$ cat config.mk
export PLATFORM = sky130hd
export DESIGN_NAME = cop_front
export DESIGN_NICKNAME = d
export VERILOG_FILES = /design/src/sv/cop_pkg.sv /design/src/sv/cop_front.sv
export SDC_FILE = /design/constraint.sdc
export NUM_CORES = 1
export LEC_CHECK = 0
export ABC_AREA = 1
export BUFFER_PORTS_ARGS = -buffer_cell sky130_fd_sc_hd__buf_4
export CORE_MARGIN = 2
export CORE_UTILIZATION = 25
export DETAILED_ROUTE_END_ITERATION = 8
export PLACE_DENSITY = 0.42
export SLEW_MARGIN = 25
export SYNTH_ARGS = -nofsm -noshare
export SYNTH_HDL_FRONTEND = slang
export SYNTH_SLANG_ARGS = --single-unit
$ cat constraint.sdc
create_clock -name clk -period 7.71 [get_ports clk]
set_input_delay 0.3855 -clock clk [delete_from_list [all_inputs] [get_ports clk]]
set_output_delay 0.3855 -clock clk [all_outputs]
set_load 0.05 [all_outputs]
$ cat src/sv/cop_pkg.sv
`timescale 1ns / 1ps
// ----------------------------------------------------------------------------
// Center of pressure package
// Shared widths, constants and the beat types passed between the front end,
// the queue and the arithmetic back end.
// ----------------------------------------------------------------------------
package cop_pkg;

    localparam int FRACTION_BITS = 16;
    localparam int DATA_W        = 32;
    localparam int THR_W         = 31;
    // Dividend magnitude: a 32-bit magnitude shifted left by the fraction bits.
    localparam int NUM_W         = DATA_W + FRACTION_BITS;
    // Quotient bits kept; anything above 2^31 saturates anyway.
    localparam int QUO_W         = DATA_W + 1;
    localparam int SQ_W          = 2 * DATA_W + 1;
    localparam int ROOT_W        = DATA_W + 1;
    localparam int THR_RESET     = 16384;
    localparam int QUEUE_DEPTH   = 4;
    localparam int QUEUE_AW      = 2;

    // Beat that the front end classifies and hands to the back end.
    typedef struct packed {
        logic              valid_force;
        logic [DATA_W-1:0] den_mag;
        logic [DATA_W-1:0] numx_mag;
        logic [DATA_W-1:0] numy_mag;
        logic              negx;
        logic              negy;
    } cop_job_t;

    // Beat that leaves the block.
    typedef struct packed {
        logic              pvalid;
        logic [DATA_W-1:0] px;
        logic [DATA_W-1:0] py;
        logic [THR_W-1:0]  distance;
    } cop_res_t;

endpackage

$ cat src/sv/cop_front.sv
`timescale 1ns / 1ps
// ----------------------------------------------------------------------------
// Center of pressure front end
// Accepts sensor beats, compares the force magnitude with the threshold and
// splits operands into magnitudes and quotient signs.
// ----------------------------------------------------------------------------
module cop_front (
    input  logic                                   clk,
    input  logic                                   rst_n,
    input  logic                                   in_valid,
    output logic                                   in_ready,
    input  logic signed [cop_pkg::DATA_W-1:0]      normal_force,
    input  logic signed [cop_pkg::DATA_W-1:0]      torque_about_x,
    input  logic signed [cop_pkg::DATA_W-1:0]      torque_about_y,
    input  logic [cop_pkg::THR_W-1:0]              threshold,
    output logic                                   job_valid,
    input  logic                                   job_ready,
    output cop_pkg::cop_job_t                      job
);

    logic              valid_reg;
    cop_pkg::cop_job_t job_reg;
    cop_pkg::cop_job_t job_next;

    assign in_ready  = !valid_reg || job_ready;
    assign job_valid = valid_reg;
    assign job       = job_reg;

    // Magnitudes and signs; the quotient is negated when signs agree.
    always_comb
    begin
        job_next.den_mag  = normal_force[cop_pkg::DATA_W-1] ?
                            (~normal_force + 1'b1) : normal_force;
        job_next.numx_mag = torque_about_y[cop_pkg::DATA_W-1] ?
                            (~torque_about_y + 1'b1) : torque_about_y;
        job_next.numy_mag = torque_about_x[cop_pkg::DATA_W-1] ?
                            (~torque_about_x + 1'b1) : torque_about_x;
        job_next.negx = torque_about_y[cop_pkg::DATA_W-1] ==
                        normal_force[cop_pkg::DATA_W-1];
        job_next.negy = torque_about_x[cop_pkg::DATA_W-1] ==
                        normal_force[cop_pkg::DATA_W-1];
        job_next.valid_force = job_next.den_mag > {1'b0, threshold};
    end

    // Output stage toward the queue.
    always_ff @(posedge clk or negedge rst_n)
    begin
        if (!rst_n)
        begin
            valid_reg <= 1'b0;
        end
        else if (in_ready)
        begin
            valid_reg <= in_valid;
        end
    end

    always_ff @(posedge clk)
    begin
        if (in_ready && in_valid)
        begin
            job_reg <= job_next;
        end
    end

endmodule

==> flow_metrics.env, run 1 <==
export IMPL_status="finished, final reports clean"
export IMPL_grt_pass1_wl_mm=32.0
export IMPL_p_leak_nw=4.13
export IMPL_finalSetupViolations=0
export IMPL_dr_wl_met2_mm=9.53
export IMPL_clkSlewWorstSetupHoldPaths_ns=0.07
export IMPL_first_pass_iters=4
export IMPL_p_per_area_nw_per_um2=172
export IMPL_cts_tree="yes"
export IMPL_irDropWorstVdd_uv=128
export IMPL_start_kind="primary input"
export IMPL_area_growth_pct=36.3
export IMPL_die_area_um2=28100
export IMPL_grt_antenna_before_repair=0
export IMPL_synthDistinctLibCells=42
export IMPL_tightest_slew_ns=0.797
export IMPL_end_kind="flip-flop"
export IMPL_crit_buf_inv=2
export IMPL_synth_area_leader_cell="edfxtp_1"
export IMPL_drcViolationCount=0
export IMPL_fin_nets=1163
export IMPL_post_route_period_util_pct=36.0
export IMPL_htree_levels=3
export IMPL_ys_seq_area_share_pct=44.8
export IMPL_fin_crit_ns=2.78
export IMPL_fp_dieH_um=168
export IMPL_synth_warnings=0
export IMPL_core_region_area_um2=26200
export IMPL_io_pins=232
export IMPL_required_ns=7.81
export IMPL_vias_per_cell=4.33
export IMPL_clk_latency_ns=0.35
export IMPL_holdWs_ns=0.222
export IMPL_initialDrtViolationCount=252
export IMPL_path_max_fanout=3
export IMPL_numCtsBuffers=9
export IMPL_synth_seq_cells=100
export IMPL_fin_tns_setup_ns=0
export IMPL_synth_avg_cell_area_um2=8.76
export IMPL_cpPeakStageDelay_ns=0.38
export IMPL_synth_area_leaders="edfxtp_1, xor2_1, nand2_1"
export IMPL_wl_mm=20.5
export IMPL_crit_slowest_cell="nor3_1"
export IMPL_port_buffers=231
export IMPL_slew_headroom_pct=46.9
export IMPL_path_cells="buf_4 -> inv_1 -> ha_1 -> nand2_1 -> nor3_2 -> nand2_1 -> o21ai_0 -> xor2_1 -> ha_1 -> nand2_1 -> nor3_1 -> nand4_1 -> nor2_1 -> a21oi_2"
export IMPL_crit_family="simple AND/OR/NAND/NOR gates"
export IMPL_fin_util_pct=34.8
export IMPL_wl_per_cell_um=15.3
export IMPL_netlist_area_um2=6700
export IMPL_fmax_ghz=0.360
export IMPL_largest_register_ffs=99
export IMPL_syn_inst=764
export IMPL_grt_max_degree=57
export IMPL_topRoutingLayerUsed="met4"
export IMPL_maxCapViolations=0
export IMPL_clockBufferDepth=2
export IMPL_finClkSkew_ns=0.00859
export IMPL_grt_pass1_vias=5859
export IMPL_worstPathArrival_ns=2.88
export IMPL_initial_core_util_pct=25.6
export IMPL_rows=59
export IMPL_synth_top_area_share_pct=44.4
export IMPL_cts_root_buf="clkbuf_16"
export IMPL_track_usage_pct=14.6
export IMPL_synth_nets=929
export IMPL_gp_congestion=0.830
export IMPL_holdCritPathClass="in -> reg"
export IMPL_dp_hpwl_mm=16.5
export IMPL_hold_viol=0
export IMPL_ant_nets=0
export IMPL_drive_gt1_share_pct=29.5
export IMPL_fp_dieW_um=168
export IMPL_wl_met3_um=994
export IMPL_rsz0062_at_grt="no"
export IMPL_path_common_cell="nand2_1"
export IMPL_wl_met1_mm=9.75
export IMPL_overflow=0
export IMPL_path_class="in -> reg"
export IMPL_clock_sinks=100
export IMPL_dr_total_vias=5794
export IMPL_antenna_cells=0
export IMPL_drv_slew=0
[layout by cell type (no fill, tap or decap), drive strengths merged, types with 23 or more instances in the layout]
master    n
edfxtp   99
o21ai    29
xor2     62
ha       34
buf     233
nand2   131
nor2    107
a21oi    30
inv     133
nand3    50
nor3     23
[layer usage]
metal  global-route usage, %  vias up
met3                    2.77        9
met1                    20.0     2648
met2                    24.0      161
li1                        -     2976
met5                       0        -
met4                    3.29        0
[report_power, final]
part	internal (W)	switching [W]
clock network	0.000251	0.000213
logic	0.000152	0.000298
registers	0.000649	0.0000116
[area by class of cell]
type	count	area, um2
Clock inverter	6	63.8
Tap cell	335	419
Clock buffer	9	225
Sequential cell	100	3000
Multi-Input combinational cell	522	3170
Inverter	131	492
Fill cell	2805	17100
Timing Repair Buffer	234	1760
[Yosys cell counts (all sizes together)]
library cell	instances
xor2	62
xnor2	17
o21a	1
nand4	17
o21ai	29
ha	34
inv	131
dfrtp	1
nand2b	1
o31ai	7
a21oi	30
nand3b	2
nor2	107
nand3	50
nand2	131
nor4	6
a21o	1
a31oi	2
nor3	23
clkbuf	4
or2	1
edfxtp	99
buf	7
and3	1
[final timing paths]
path | from | slack (ns) | cells after the start | to
min reg2reg | job_valid$_DFFE_PN0N_ | 0.58 | 2 | job_valid$_DFFE_PN0N_
min in group asynchronous | rst_n | 0.36 | 2 | job_valid$_DFFE_PN0N_
max in group asynchronous | rst_n | 7.27 | 2 | job_valid$_DFFE_PN0N_
max reg2reg | job_valid$_DFFE_PN0N_ | 5.49 | 3 | job[3]$_DFFE_PP_
min | torque_about_y[0] | 0.22 | 1 | job[34]$_DFFE_PP_
max | normal_force[0] | 4.93 | 14 | job[98]$_DFFE_PP_
[stage by stage]
stage | power (W) | std cells | instance area [um2] | setup WS, ns
6_report | 0.00157 | 1337 | 9130 | 4.93
3_3_place_gp | 0.00113 | 1321 | 8830 | 4.62
2_1_floorplan | 0.000954 | 764 | 6700 | 1.67
5_1_grt | 0.00166 | 1337 | 9130 | 4.65
3_5_place_dp | 0.00113 | 1321 | 8830 | 4.60
4_1_cts | 0.00160 | 1337 | 9130 | 4.98
[logic make-up after synthesis]
group,synth area share (%)
buf+inv,8.02
fa+ha+maj,6.35
compound gates,6.00
xor+xnor,10.3
flops,44.8
simple gates,24.5
[worst register-to-register path, cell delays in order, from the launching register on]
cell	delay, ns
dfrtp_1	0.42
a21oi_4	0.15
buf_4	0.60
buf_4	0.65
[what timing repair did]
action	in CTS	in global routing
resized for setup	0	0
setup endpoints to repair	0	0
buffers inserted	0	0
endpoints found under the hold margin	1	0
hold buffers	1	0
(Power assumes the default switching activity.)
==> inputs of run 2 (changes only) <==
Clock period 7.71 ns to 2.8 ns, I/O delays scaled along.
==> run 2 against run 1 <==
Compared with the run above: total power rose to 2.8 times the previous value; sequential share of layout area down 0.45 points; clock skew up 0.0022 ns; setup slack worse by 4.5 ns; critical path type unchanged.
==> flow_metrics.env, run 2 (synthesis results as in run 1) <==
export IMPL_antenna_cells=0
export IMPL_r2r_start="job_valid$_DFFE_PN0N_"
export IMPL_irDropWorstVdd_uv=223
export IMPL_hold_viol=0
export IMPL_gp_congestion=0.848
export IMPL_clockBufferDepth=2
export IMPL_pre_cts_slack_ns=0.0818
export IMPL_grt_pass1_vias=5961
export IMPL_start_kind="primary input"
export IMPL_tightest_slew_ns=0.606
export IMPL_drive_gt1_share_pct=30.1
export IMPL_wl_mm=20.7
export IMPL_cts_tree="yes"
export IMPL_rsz0062_at_grt="no"
export IMPL_initialDrtViolationCount=308
export IMPL_fin_nets=1173
export IMPL_path_max_fanout=3
export IMPL_hp_start="in_valid"
export IMPL_stdcell_area_um2=9260
export IMPL_grt_antenna_before_repair=0
export IMPL_end_kind="flip-flop"
export IMPL_track_usage_pct=14.9
export IMPL_htree_levels=3
export IMPL_clk_latency_ns=0.36
export IMPL_dr_total_vias=5785
export IMPL_setup_ws_ns=0.437
export IMPL_initial_core_util_pct=25.6
export IMPL_clkSlewWorstSetupHoldPaths_ns=0.08
export IMPL_cts_setup_buffers=0
export IMPL_overflow=0
export IMPL_status="finished, final reports clean"
export IMPL_fmax_ghz=0.423
export IMPL_finalSetupViolations=0
export IMPL_post_route_period_util_pct=84.4
export IMPL_wl_per_cell_um=15.4
export IMPL_finClkSkew_ns=0.0108
export IMPL_fin_crit_ns=2.36
export IMPL_required_ns=2.91
export IMPL_worstPathArrival_ns=2.48
export IMPL_io_pins=232
export IMPL_ant_nets=0
export IMPL_reg2regPathDepth=2
export IMPL_r2r_slack_ns=1.29
export IMPL_slew_headroom_pct=59.6
export IMPL_fp_dieW_um=168
export IMPL_fp_dieH_um=168
export IMPL_layout_commonest_cell="buf_4"
export IMPL_dp_hpwl_mm=16.5
export IMPL_r2r_end="job[81]$_DFFE_PP_"
export IMPL_path_class="in -> reg"
export IMPL_whs_endpoint="job_valid$_DFFE_PN0N_"
export IMPL_final_cell_mix="buf_4, nand2_1, inv_1"
export IMPL_holdCritPathClass="in -> reg"
export IMPL_largest_register_ffs=99
export IMPL_grt_pass1_wl_mm=32.5
export IMPL_min_path_cells=3
export IMPL_area_growth_pct=38.2
export IMPL_p_per_area_nw_per_um2=483
export IMPL_rows=59
export IMPL_die_area_um2=28100
export IMPL_placed_cell_area_um2=8900
export IMPL_cts_root_buf="clkbuf_16"
export IMPL_drcViolationCount=0
export IMPL_core_region_area_um2=26200
export IMPL_holdWs_ns=0.0301
export IMPL_p_leak_nw=4.20
export IMPL_fin_tns_setup_ns=0
export IMPL_first_pass_iters=4
export IMPL_vias_per_cell=4.29
export IMPL_numCtsBuffers=9
export IMPL_port_buffers=231
export IMPL_clock_sinks=100
export IMPL_drv_slew=0
export IMPL_maxCapViolations=0
export IMPL_grt_max_degree=100
run 2: cell types whose count changed in the layout (fill, tap and decap cells not counted), sizes merged:
cell / before / now
buf: 233 / 240
bufinv: 1 / 2
clkinv: 3 / 1
dlygate4sd3: 1 / 4
inv: 133 / 134
run 2: routing by layer:
layer  global-route usage, %  up-vias  wire (um)
met5                       0        -          0
met4                    5.18        0        409
met3                    2.03       20        858
met2                    24.3      172       9480
met1                    20.3     2594       9950
li1                        -     2999          -
run 2: stage by stage:
| step | utilization, % | instances | power, W |
|---|---|---|---|
| 2_1_floorplan | - | 764 | 0.00262 |
| 3_3_place_gp | 33.9 | 1328 | 0.00311 |
| 3_5_place_dp | 33.9 | 1328 | 0.00311 |
| 4_1_cts | 35.3 | 1347 | 0.00456 |
| 5_1_grt | 35.3 | 1347 | 0.00470 |
| 6_report | 35.3 | 1347 | 0.00447 |
run 2: worst max path at each step:
| stage | start | endpoint | cells after the start |
|---|---|---|---|
| floorplan | job_valid$_DFFE_PN0N_ | job[0]$_DFFE_PP_ | 1 |
| global placement | normal_force[0] | job[98]$_DFFE_PP_ | 15 |
| detailed placement | normal_force[0] | job[98]$_DFFE_PP_ | 15 |
| CTS | normal_force[0] | job[98]$_DFFE_PP_ | 15 |
| global route | normal_force[0] | job[98]$_DFFE_PP_ | 15 |
| finish | normal_force[0] | job[98]$_DFFE_PP_ | 15 |
run 2: critical path, stage by stage:
cell and delay [ns]:
buf_4 0.11, inv_1 0.14, ha_1 0.21, nand2_1 0.09, nor3_2 0.21, nand2_1 0.11
nor3_1 0.24, a21oi_1 0.12, xor2_1 0.17, ha_1 0.28, nand2_1 0.06, nor3_1 0.28
nand4_1 0.13, nor2_1 0.15, a21oi_2 0.04
run 2: what timing repair did:
action	CTS	global route
endpoints found under the hold margin	4	0
hold buffers	4	0
gates resized for setup	0	0
run 2: layout make-up:
cell class / count / area (um2)
Sequential cell: 100 / 3000
Fill cell: 2802 / 17000
Timing Repair Buffer: 244 / 1850
Inverter: 131 / 492
Multi-Input combinational cell: 522 / 3170
Clock buffer: 9 / 225
Clock inverter: 6 / 95.1
Tap cell: 335 / 419
run 2: report_power, final:
group | total [W] | switching, W | internal, W
Sequential | 0.00182 | 0.0000325 | 0.00179
Clock | 0.00140 | 0.000608 | 0.000791
Combinational | 0.00125 | 0.000821 | 0.000429
Total | 0.00447 | 0.00146 | 0.00301
