$ cat config.mk
export PLATFORM = sky130hd
export DESIGN_NAME = cop_queue
export DESIGN_NICKNAME = d
export VERILOG_FILES = /design/src/sv/cop_pkg.sv /design/src/sv/cop_queue.sv
export SDC_FILE = /design/constraint.sdc
export NUM_CORES = 1
export LEC_CHECK = 0
export ABC_AREA = 1
export CORE_ASPECT_RATIO = 1.1
export CORE_MARGIN = 2
export CORE_UTILIZATION = 51
export DETAILED_ROUTE_END_ITERATION = 6
export DONT_BUFFER_PORTS = 1
export PLACE_DENSITY = 0.72
export SLEW_MARGIN = 30
export SYNTH_ARGS = -nofsm -noshare
export SYNTH_HDL_FRONTEND = slang
export SYNTH_SLANG_ARGS = --single-unit
$ cat constraint.sdc
create_clock -name clk -period 7.35 [get_ports clk]
set_input_delay 1.1025 -clock clk [delete_from_list [all_inputs] [get_ports clk]]
set_output_delay 1.1025 -clock clk [all_outputs]
set_load 0.005 [all_outputs]
$ cat src/sv/cop_pkg.sv
`timescale 1ns / 1ps
// ----------------------------------------------------------------------------
// Center of pressure package
// Shared widths, constants and the beat types passed between the front end,
// the queue and the arithmetic back end.
// ----------------------------------------------------------------------------
package cop_pkg;

    localparam int FRACTION_BITS = 16;
    localparam int DATA_W        = 32;
    localparam int THR_W         = 31;
    // Dividend magnitude: a 32-bit magnitude shifted left by the fraction bits.
    localparam int NUM_W         = DATA_W + FRACTION_BITS;
    // Quotient bits kept; anything above 2^31 saturates anyway.
    localparam int QUO_W         = DATA_W + 1;
    localparam int SQ_W          = 2 * DATA_W + 1;
    localparam int ROOT_W        = DATA_W + 1;
    localparam int THR_RESET     = 16384;
    localparam int QUEUE_DEPTH   = 4;
    localparam int QUEUE_AW      = 2;

    // Beat that the front end classifies and hands to the back end.
    typedef struct packed {
        logic              valid_force;
        logic [DATA_W-1:0] den_mag;
        logic [DATA_W-1:0] numx_mag;
        logic [DATA_W-1:0] numy_mag;
        logic              negx;
        logic              negy;
    } cop_job_t;

    // Beat that leaves the block.
    typedef struct packed {
        logic              pvalid;
        logic [DATA_W-1:0] px;
        logic [DATA_W-1:0] py;
        logic [THR_W-1:0]  distance;
    } cop_res_t;

endpackage

$ cat src/sv/cop_queue.sv
`timescale 1ns / 1ps
// ----------------------------------------------------------------------------
// Center of pressure job queue
// Small FIFO between the front end and the back end.
// ----------------------------------------------------------------------------
module cop_queue (
    input  logic              clk,
    input  logic              rst_n,
    input  logic              wr_valid,
    output logic              wr_ready,
    input  cop_pkg::cop_job_t wr_data,
    output logic              rd_valid,
    input  logic              rd_ready,
    output cop_pkg::cop_job_t rd_data
);

    cop_pkg::cop_job_t                mem [cop_pkg::QUEUE_DEPTH];
    logic [cop_pkg::QUEUE_AW-1:0]     wr_ptr_reg;
    logic [cop_pkg::QUEUE_AW-1:0]     rd_ptr_reg;
    logic [cop_pkg::QUEUE_AW:0]       count_reg;
    logic                             push;
    logic                             pop;

    assign wr_ready = count_reg != (cop_pkg::QUEUE_AW+1)'(cop_pkg::QUEUE_DEPTH);
    assign rd_valid = count_reg != '0;
    assign rd_data  = mem[rd_ptr_reg];
    assign push     = wr_valid && wr_ready;
    assign pop      = rd_valid && rd_ready;

    // Storage.
    always_ff @(posedge clk)
    begin
        if (push)
        begin
            mem[wr_ptr_reg] <= wr_data;
        end
    end

    // Pointers and fill count.
    always_ff @(posedge clk or negedge rst_n)
    begin
        if (!rst_n)
        begin
            wr_ptr_reg <= '0;
            rd_ptr_reg <= '0;
            count_reg  <= '0;
        end
        else
        begin
            if (push)
            begin
                wr_ptr_reg <= wr_ptr_reg + 1'b1;
            end
            if (pop)
            begin
                rd_ptr_reg <= rd_ptr_reg + 1'b1;
            end
            if (push && !pop)
            begin
                count_reg <= count_reg + 1'b1;
            end
            else if (pop && !push)
            begin
                count_reg <= count_reg - 1'b1;
            end
        end
    end

endmodule

==> reports/summary.txt, run 1 <==
Max Root-Sink Buffers: 3
Clock sinks: 403
Total CTS buffers: 40
# IOs: 204
FF-to-FF Start: count_reg[0]
Crit path time final: 3.98 ns
Synth top area share: 72.2%
Run status: complete, no violations
Final Hold Viols: 0
TritonCTS clock tree: yes
Lkg Pwr: 6.85 nW
Fin nets: 1312
Largest net degree at the start of global routing: 221
Drt via density: 5.27
ANT nets after route: 0
CTS Root Cell: clkbuf_16
Setup bufs post-CTS: 0
Power density cells: 394 mW/mm^2
Tcrit/Tclk final: 54.1%
Hold Path Class: input pin to async pin
Global route total overflow: 0
Startpoint types: register
VDD IR max: 0.269 mV
Top cells by area, synth: edfxtp_1 72%, nand2_1 7.2%, o211ai_1 6.7%, inv_1 4.8%, o211ai_2 3.8%
Clk_skew: 0.0132 ns
Drt total wl: 30100 um
Worst slew pin tran: 1.04 ns
Final TNS setup: 0 ns
# H-tree levels: 2
Antenna violations before repair: 0
Routability cong.: 0.756
Clk pin slew, worst setup/hold paths: 0.06 ns
Worst path required time: 6.25 ns
DR iter-0 viols: 554
Met3 GRT Util: 5.22%
Worst setup EP type: output port
Critical Path AT: 2.88 ns
Clk network pwr share: 27.5%
Vias in the first global route: 8530
Max cap viols: 0
Mapped cell area: 0.0165 mm^2
Vias: 8734
# rows: 69
Area of the multi-input gates: 0.00310 mm^2
DR WL/cell: 18.2 um
First-pass GRT wire length: 46500 um
Util after Layout: 55.8%
Yosys cell types: 19
Chip Width: 175 um
# port buffers: 0
Ratio of cells with drive above 1 in the final layout: 9.82%
Headroom to the max-slew limit: 30.6%
Starting Density: 51.4%
Total power: 7.05 mW
Seq pwr share: 45.1%
Register area: 0.0121 mm^2
Finished Cell Area: 0.0179 mm^2
Die area: 0.0337 mm^2
Met2 GRT Util: 30.2%
GR peak layer: met2
Combinational Power Share: 27.4%
Post-synthesis average cell area: 13.6 um^2
Psw: 2.35 mW
Ant diodes: 0
Unrepaired setup endpoints after global routing: no
Post-route DRC: 0
Worst Setup SP: rd_ptr_reg[0]
Max FFs per register: 396
Slew Limit Fails: 0
Sw frac: 33.4%
Hold Slack: 0.271 ns
DPL Wire Length: 17900 um
First-pass iteration count of the detailed router: 4
Worst-Skew Late Latency: 0.52 ns
Peak Freq: 0.251 GHz
Pint: 4.70 mW
Crit path max fanout: 220
FF+latch count, synth: 403
Fill cell count: 2538
P&R area growth vs syn: 8.60%
Largest area contributor in the netlist: edfxtp_1
Cells after Synth: 1213
Post_cts resized: 0
Met1 usage in global routing: 22.2%
Synth warnings: 0
Core Area: 0.0320 mm^2
Die height: 192 um
Placed cell area: 0.0166 mm^2
Sequential share of the synthesized area: 73.3%
GRT Resource Usage Total: 17.9%
Hold_buf cts: 0
Crit Path Class: register to output port
Syn Nets: 1322
Final setup viols: 0
synth_stat cells (all sizes together):
master	number
ha	5
dfrtp	7
clkbuf	12
buf	52
inv	214
nand2	314
o21ai	1
edfxtp	396
fa	1
o211ai	198
xnor2	1
nor2	4
nand3	7
nand4	1
layout make-up:
class / instances / area share, %
sequential: 403 / 67.5
multi-input combinational: 532 / 17.3
clock buffer: 51 / 6.06
inverter: 214 / 4.58
tap: 426 / 2.98
clock inverter: 20 / 0.895
timing repair buffer: 12 / 0.686
metrics by stage:
| stage | instances | worst slack, ns |
|---|---|---|
| 2_1_floorplan | 1213 | 1.42 |
| 3_3_place_gp | 1586 | 4.03 |
| 3_5_place_dp | 1587 | 3.96 |
| 4_1_cts | 1658 | 3.39 |
| 5_1_grt | 1658 | 3.19 |
| 6_report | 1658 | 3.37 |
per-layer routing:
layer,vias up,part of all wire (%)
met2,275,49
li1,4200,-
met4,0,2.5
met3,47,7.9
met1,4212,40
met5,-,0
worst max-delay path: stages (launching register included):
cell and delay, ns:
dfrtp_1 0.49, clkinv_8 0.48, buf_12 0.49, o211ai_1 0.47, nand2_1 0.12
worst paths after layout:
check	slack (ns)	depth (start not counted)	to
max	3.37	4	rd_data[42]
min	0.27	0	wr_ptr_reg[1]
max reg2reg	4.54	6	mem[2][43]
min reg2reg	0.53	2	count_reg[2]
max in group asynchronous	7.00	0	rd_ptr_reg[1]
min in group clk	0.53	2	count_reg[2]
cell usage in the layout, fill, tap and decap left out, types with 7 or more instances in the layout:
master     instances
nand2_1          314
edfxtp_1         396
buf_4             10
nand3_1            7
clkbuf_1           8
clkinv_1          12
clkbuf_16         41
o211ai_1         148
inv_1            211
o211ai_2          50
power groups by stage:
stage | sequential [mW] | combinational, mW | clock, mW
final | 3.18 | 1.93 | 1.94
after CTS | 3.19 | 1.97 | 1.98
after global routing | 3.22 | 2.19 | 2.06
after detailed placement | 3.23 | 1.97 | 0
after global placement | 3.22 | 1.91 | 0
after floorplan | 3.22 | 1.69 | 0
cells by family (layout without fill, tap and decap cells):
logic type               Yosys count  count (layout)  synth area share (%)
flip-flops                       403             403                  73.3
AND/OR/NAND/NOR                  326             326                  7.50
buffers and inverters            278             297                  8.11
AO/OA/AOI/OAI                    199             199                  10.6
adder cells (fa/ha/maj)            6               6                 0.501
XOR/XNOR                           1               1                0.0532
(Power assumes the default switching activity.)
==> run 2, diff against run 1 <==
- clock period: 7.35 -> 3.9 ns (I/O delays scaled with it)
==> run 2 against run 1 <==
Effect of this change: sequential share of layout area down 0.31 points; flip-flop and latch count unchanged; sequential power up 86%; routed wire length down 3.7%; critical path depth up 1; clock power up 90%; hold slack worse by 0.11 ns; utilization up 0.26 points; setup slack worse by 2.4 ns.
==> reports/summary.txt, run 2 (same netlist as run 1, synthesis figures left out) <==
Run status: complete, no violations
# IOs: 204
Unrepaired setup endpoints after global routing: no
Die height: 192 um
Largest net degree at the start of global routing: 134
Worst setup path endpoint: rd_data[42]
# rows: 69
Clock sinks: 403
Crit Path Class: register to output port
Worst Reg-to-Reg Cells: 5
Hold Slack: 0.163 ns
Ant diodes: 0
Crit path depth: 5
Worst setup margin: 0.947 ns
Worst slew pin tran: 0.810 ns
Chip Width: 175 um
RR Endpoint: mem[1][98]
DPL Wire Length: 16400 um
Crit-path cells: clkinv_8, buf_4, nand2_1, o211ai_1, nand2_1
Post-route DRC: 0
First-pass iteration count of the detailed router: 6
Worst-Skew Late Latency: 0.51 ns
Critical path's top delay family: buffers and inverters
Setup Slack @ Placement: 1.49 ns
Bufs and invs on worst path: 2
# port buffers: 0
Clk_skew: 0.0128 ns
Peak Freq: 0.339 GHz
Tcrit/Tclk final: 75.7%
Placed cell area: 0.0167 mm^2
Critical Path AT: 2.37 ns
Core Area: 0.0320 mm^2
Post_cts resized: 0
DR WL/cell: 17.4 um
Vias in the first global route: 8361
Global route total overflow: 0
Most frequent cells in the layout: 396 x edfxtp_1, 314 x nand2_1, 211 x inv_1
P&R area growth vs syn: 9.11%
TritonCTS clock tree: yes
Power density cells: 746 mW/mm^2
Worst path required time: 3.31 ns
Register area: 0.0121 mm^2
Lkg Pwr: 6.88 nW
Fin nets: 1318
Slew Limit Fails: 0
FF-to-FF Start: count_reg[0]
Worst setup EP type: output port
Ratio of cells with drive above 1 in the final layout: 10.3%
Drt total wl: 29000 um
Max FFs per register: 396
ANT nets after route: 0
Critical Path Slowest Stage Cell: buf_4
VDD IR max: 0.503 mV
Vias: 8615
Final Hold Viols: 0
Total power: 13.4 mW
Finished Cell Area: 0.0180 mm^2
Headroom to the max-slew limit: 46.0%
Antenna violations before repair: 0
Fill cell count: 2437
DR iter-0 viols: 432
CP max stage delay: 0.49 ns
Final setup viols: 0
Clk pin slew, worst setup/hold paths: 0.06 ns
Startpoint types: register
# H-tree levels: 2
Hold Path Class: input pin to register
Crit path max fanout: 133
First-pass GRT wire length: 45200 um
Drt via density: 5.18
Setup bufs post-CTS: 0
Max Root-Sink Buffers: 3
Starting Density: 51.4%
GRT Resource Usage Total: 17.2%
Die area: 0.0337 mm^2
Total CTS buffers: 40
Crit path top cell by count: nand2_1
FF-to-FF setup slack: 1.55 ns
Area of the multi-input gates: 0.00310 mm^2
Commonest non-fill, non-tap cell in the layout: edfxtp_1
Crit path time final: 2.95 ns
CTS Root Cell: clkbuf_16
Worst Setup SP: rd_ptr_reg[0]
Routability cong.: 0.712
Max cap viols: 0
## run 2: routing by layer
metal	track usage, %	up-vias	part of all wire [%]
met5	0	-	0
met4	5.03	0	1.9
met3	6.90	41	9.6
met2	30.2	225	50
met1	19.3	4130	39
li1	-	4219	-
## run 2: worst min-delay path by stage
stage / startpoint / endpoint / depth (start not counted)
2_1_floorplan: rst_n / count_reg[0] / 0
3_3_place_gp: rst_n / rd_ptr_reg[0] / 0
3_5_place_dp: rst_n / rd_ptr_reg[0] / 0
4_1_cts: wr_data[38] / mem[3][38] / 0
5_1_grt: wr_data[3] / mem[2][3] / 0
6_report: wr_data[29] / mem[2][29] / 0
## run 2: metrics by stage
| stage | util, % | instances | TNS (ns) |
|---|---|---|---|
| 2_1_floorplan | - | 1213 | -609.97 |
| 3_3_place_gp | 52.1 | 1592 | 0 |
| 3_5_place_dp | 52.1 | 1592 | 0 |
| 4_1_cts | 56.1 | 1664 | 0 |
| 5_1_grt | 56.1 | 1664 | 0 |
| 6_report | 56.1 | 1664 | 0 |
## run 2: report_power, final
part           internal [mW]  switching, mW  leakage, nW
Combinational           1.04           2.77         2.56
Sequential              5.70          0.202         3.71
Clock                   2.20           1.49        0.611
Total                   8.94           4.46         6.88
## run 2: cell type report
class / count / share of cell area [%]
clock inverters: 16 / 1.02
multi-input cells: 532 / 17.2
clock buffers: 55 / 6.00
well taps: 426 / 2.97
inverters: 214 / 4.55
flip-flops and latches: 403 / 67.2
repair buffers: 18 / 1.04
## run 2: what timing repair did
item / in CTS / in global routing
endpoints found under the setup margin: 0 / 0
hold endpoints to repair: 7 / 0
hold buffers: 1 / 0
==> run 3, diff against run 2 <==
- clock period: 3.9 -> 3.1 ns (I/O delays scaled with it)
==> run 3 against run 2 <==
Effect of this change: power increased by 29%; setup slack got worse by 0.67 ns; die area is the same; non-clock buffer count rose by 12; hold slack got worse by 0.13 ns; design area rose by 1.5%; via count up 1.2%; first-iteration DRC count is 11% higher; combinational power rose by 30%; register-to-register slack worse by 0.68 ns; count of clock-buffer cells in the layout down 4; clock skew grew 0.0065 ns; highest routed layer unchanged.
==> reports/summary.txt, run 3 (same netlist as run 1, synthesis figures left out) <==
Max Root-Sink Buffers: 3
Chip Width: 175 um
Routability cong.: 0.764
Hold worst-path end: mem[0][33]
CTS Root Cell: clkbuf_16
Worst slew pin tran: 0.641 ns
Ratio of cells with drive above 1 in the final layout: 11.2%
Slew Limit Fails: 0
Post-route DRC: 0
P&R area growth vs syn: 10.7%
Peak Freq: 0.354 GHz
Finished Cell Area: 0.0182 mm^2
FF-to-FF setup slack: 0.87 ns
Die area: 0.0337 mm^2
FF-to-FF Start: count_reg[0]
Commonest non-fill, non-tap cell in the layout: edfxtp_1
Unrepaired setup endpoints after global routing: no
Vias: 8720
Clk_skew: 0.0193 ns
Lkg Pwr: 7.01 nW
Critical path's top delay family: buffers and inverters
CP max stage delay: 0.46 ns
# rows: 69
# H-tree levels: 2
VDD IR max: 0.581 mV
Vias in the first global route: 8609
Min-delay src: wr_data[33]
GR peak layer: met2
Clock sinks: 403
Headroom to the max-slew limit: 57.2%
Met1 usage in global routing: 19.3%
Worst path required time: 2.63 ns
Most frequent cells in the layout: 396 x edfxtp_1, 314 x nand2_1, 211 x inv_1
Total CTS buffers: 42
RR Endpoint: count_reg[1]
Ant diodes: 0
Worst setup EP type: output port
First-pass iteration count of the detailed router: 5
Crit path top cell by count: nand2_1
Crit Path Class: register to output port
Final Hold Viols: 0
Met3 GRT Util: 7.13%
GRT Resource Usage Total: 17.6%
Hold_buf cts: 1
Starting Density: 51.4%
First-pass GRT wire length: 45900 um
Max cap viols: 0
Largest net degree at the start of global routing: 101
Hold Slack: 0.0307 ns
Crit-path cells: clkinv_8, buf_12, buf_4, nand2_1, o211ai_1, nand2_1
Power density cells: 945 mW/mm^2
Run status: complete, no violations
Drt total wl: 30100 um
Startpoint types: register
Worst Reg-to-Reg Cells: 9
Crit path time final: 2.83 ns
Final setup viols: 0
# IOs: 204
Antenna violations before repair: 0
TritonCTS clock tree: yes
DR iter-0 viols: 478
Critical Path AT: 2.36 ns
WHS Path Cells: 0
Placed cell area: 0.0168 mm^2
Clk pin slew, worst setup/hold paths: 0.06 ns
ANT nets after route: 0
Met2 GRT Util: 31.0%
DPL Wire Length: 17300 um
Setup bufs post-CTS: 0
# port buffers: 0
Hold Path Class: input pin to register
Drt via density: 5.19
Global route total overflow: 0
Critical Path Slowest Stage Cell: dfrtp_1
Tcrit/Tclk final: 91.2%
Fin nets: 1332
Crit path max fanout: 93
Bufs and invs on worst path: 3
Post_cts resized: 0
Max FFs per register: 396
Die height: 192 um
DR WL/cell: 17.9 um
Core Area: 0.0320 mm^2
Worst-Skew Late Latency: 0.53 ns
run 3: worst max-delay path by stage:
stage	cells past startpoint	start	endpoint	slack, ns
4_1_cts	6	rd_ptr_reg[0]	rd_data[10]	0.29
6_report	6	rd_ptr_reg[0]	rd_data[11]	0.27
2_1_floorplan	4	count_reg[0]	mem[0][0]	-0.72
3_3_place_gp	5	count_reg[0]	mem[3][0]	0.91
5_1_grt	6	rd_ptr_reg[0]	rd_data[11]	0.08
3_5_place_dp	6	rd_ptr_reg[0]	rd_data[10]	0.87
run 3: layout make-up:
cell class	instances	area (um^2)
Fill cell	2449	13800
Clock inverter	23	255
Sequential cell	403	12100
Multi-Input combinational cell	532	3100
Timing Repair Buffer	30	370
Inverter	214	818
Clock buffer	51	1090
Tap cell	426	533
run 3: per-layer routing:
| metal | part of all wire, % | vias up | wire length [um] |
|---|---|---|---|
| met5 | 0 | - | 0 |
| met4 | 2.2 | 0 | 664 |
| met3 | 9.1 | 54 | 2720 |
| met2 | 49 | 244 | 14900 |
| met1 | 39 | 4170 | 11800 |
| li1 | - | 4252 | - |
run 3: stage by stage:
stage	setup slack [ns]	utilization (%)	instances	power (mW)	setup TNS, ns
after detailed placement	0.870	52.5	1597	12.6	0
final	0.272	56.9	1679	17.2	0
after CTS	0.290	56.7	1672	17.5	0
after global routing	0.0811	56.9	1679	18.3	0
after floorplan	-0.718	-	1213	11.6	-284.36
after global placement	0.907	52.5	1597	12.4	0
run 3: worst register-to-register path: stages, from the launching register on:
cell and delay (ns):
dfrtp_1 0.43, inv_2 0.08, nand3_1 0.20, nand2_1 0.44, inv_1 0.09, ha_1 0.22
inv_1 0.08, fa_1 0.41, nand2_1 0.07, o21ai_0 0.07
run 3: report_power, final:
group	switching, mW	total [mW]	internal, mW
combinational	3.52	4.94	1.42
sequential	0.260	7.42	7.16
clock	1.94	4.87	2.93
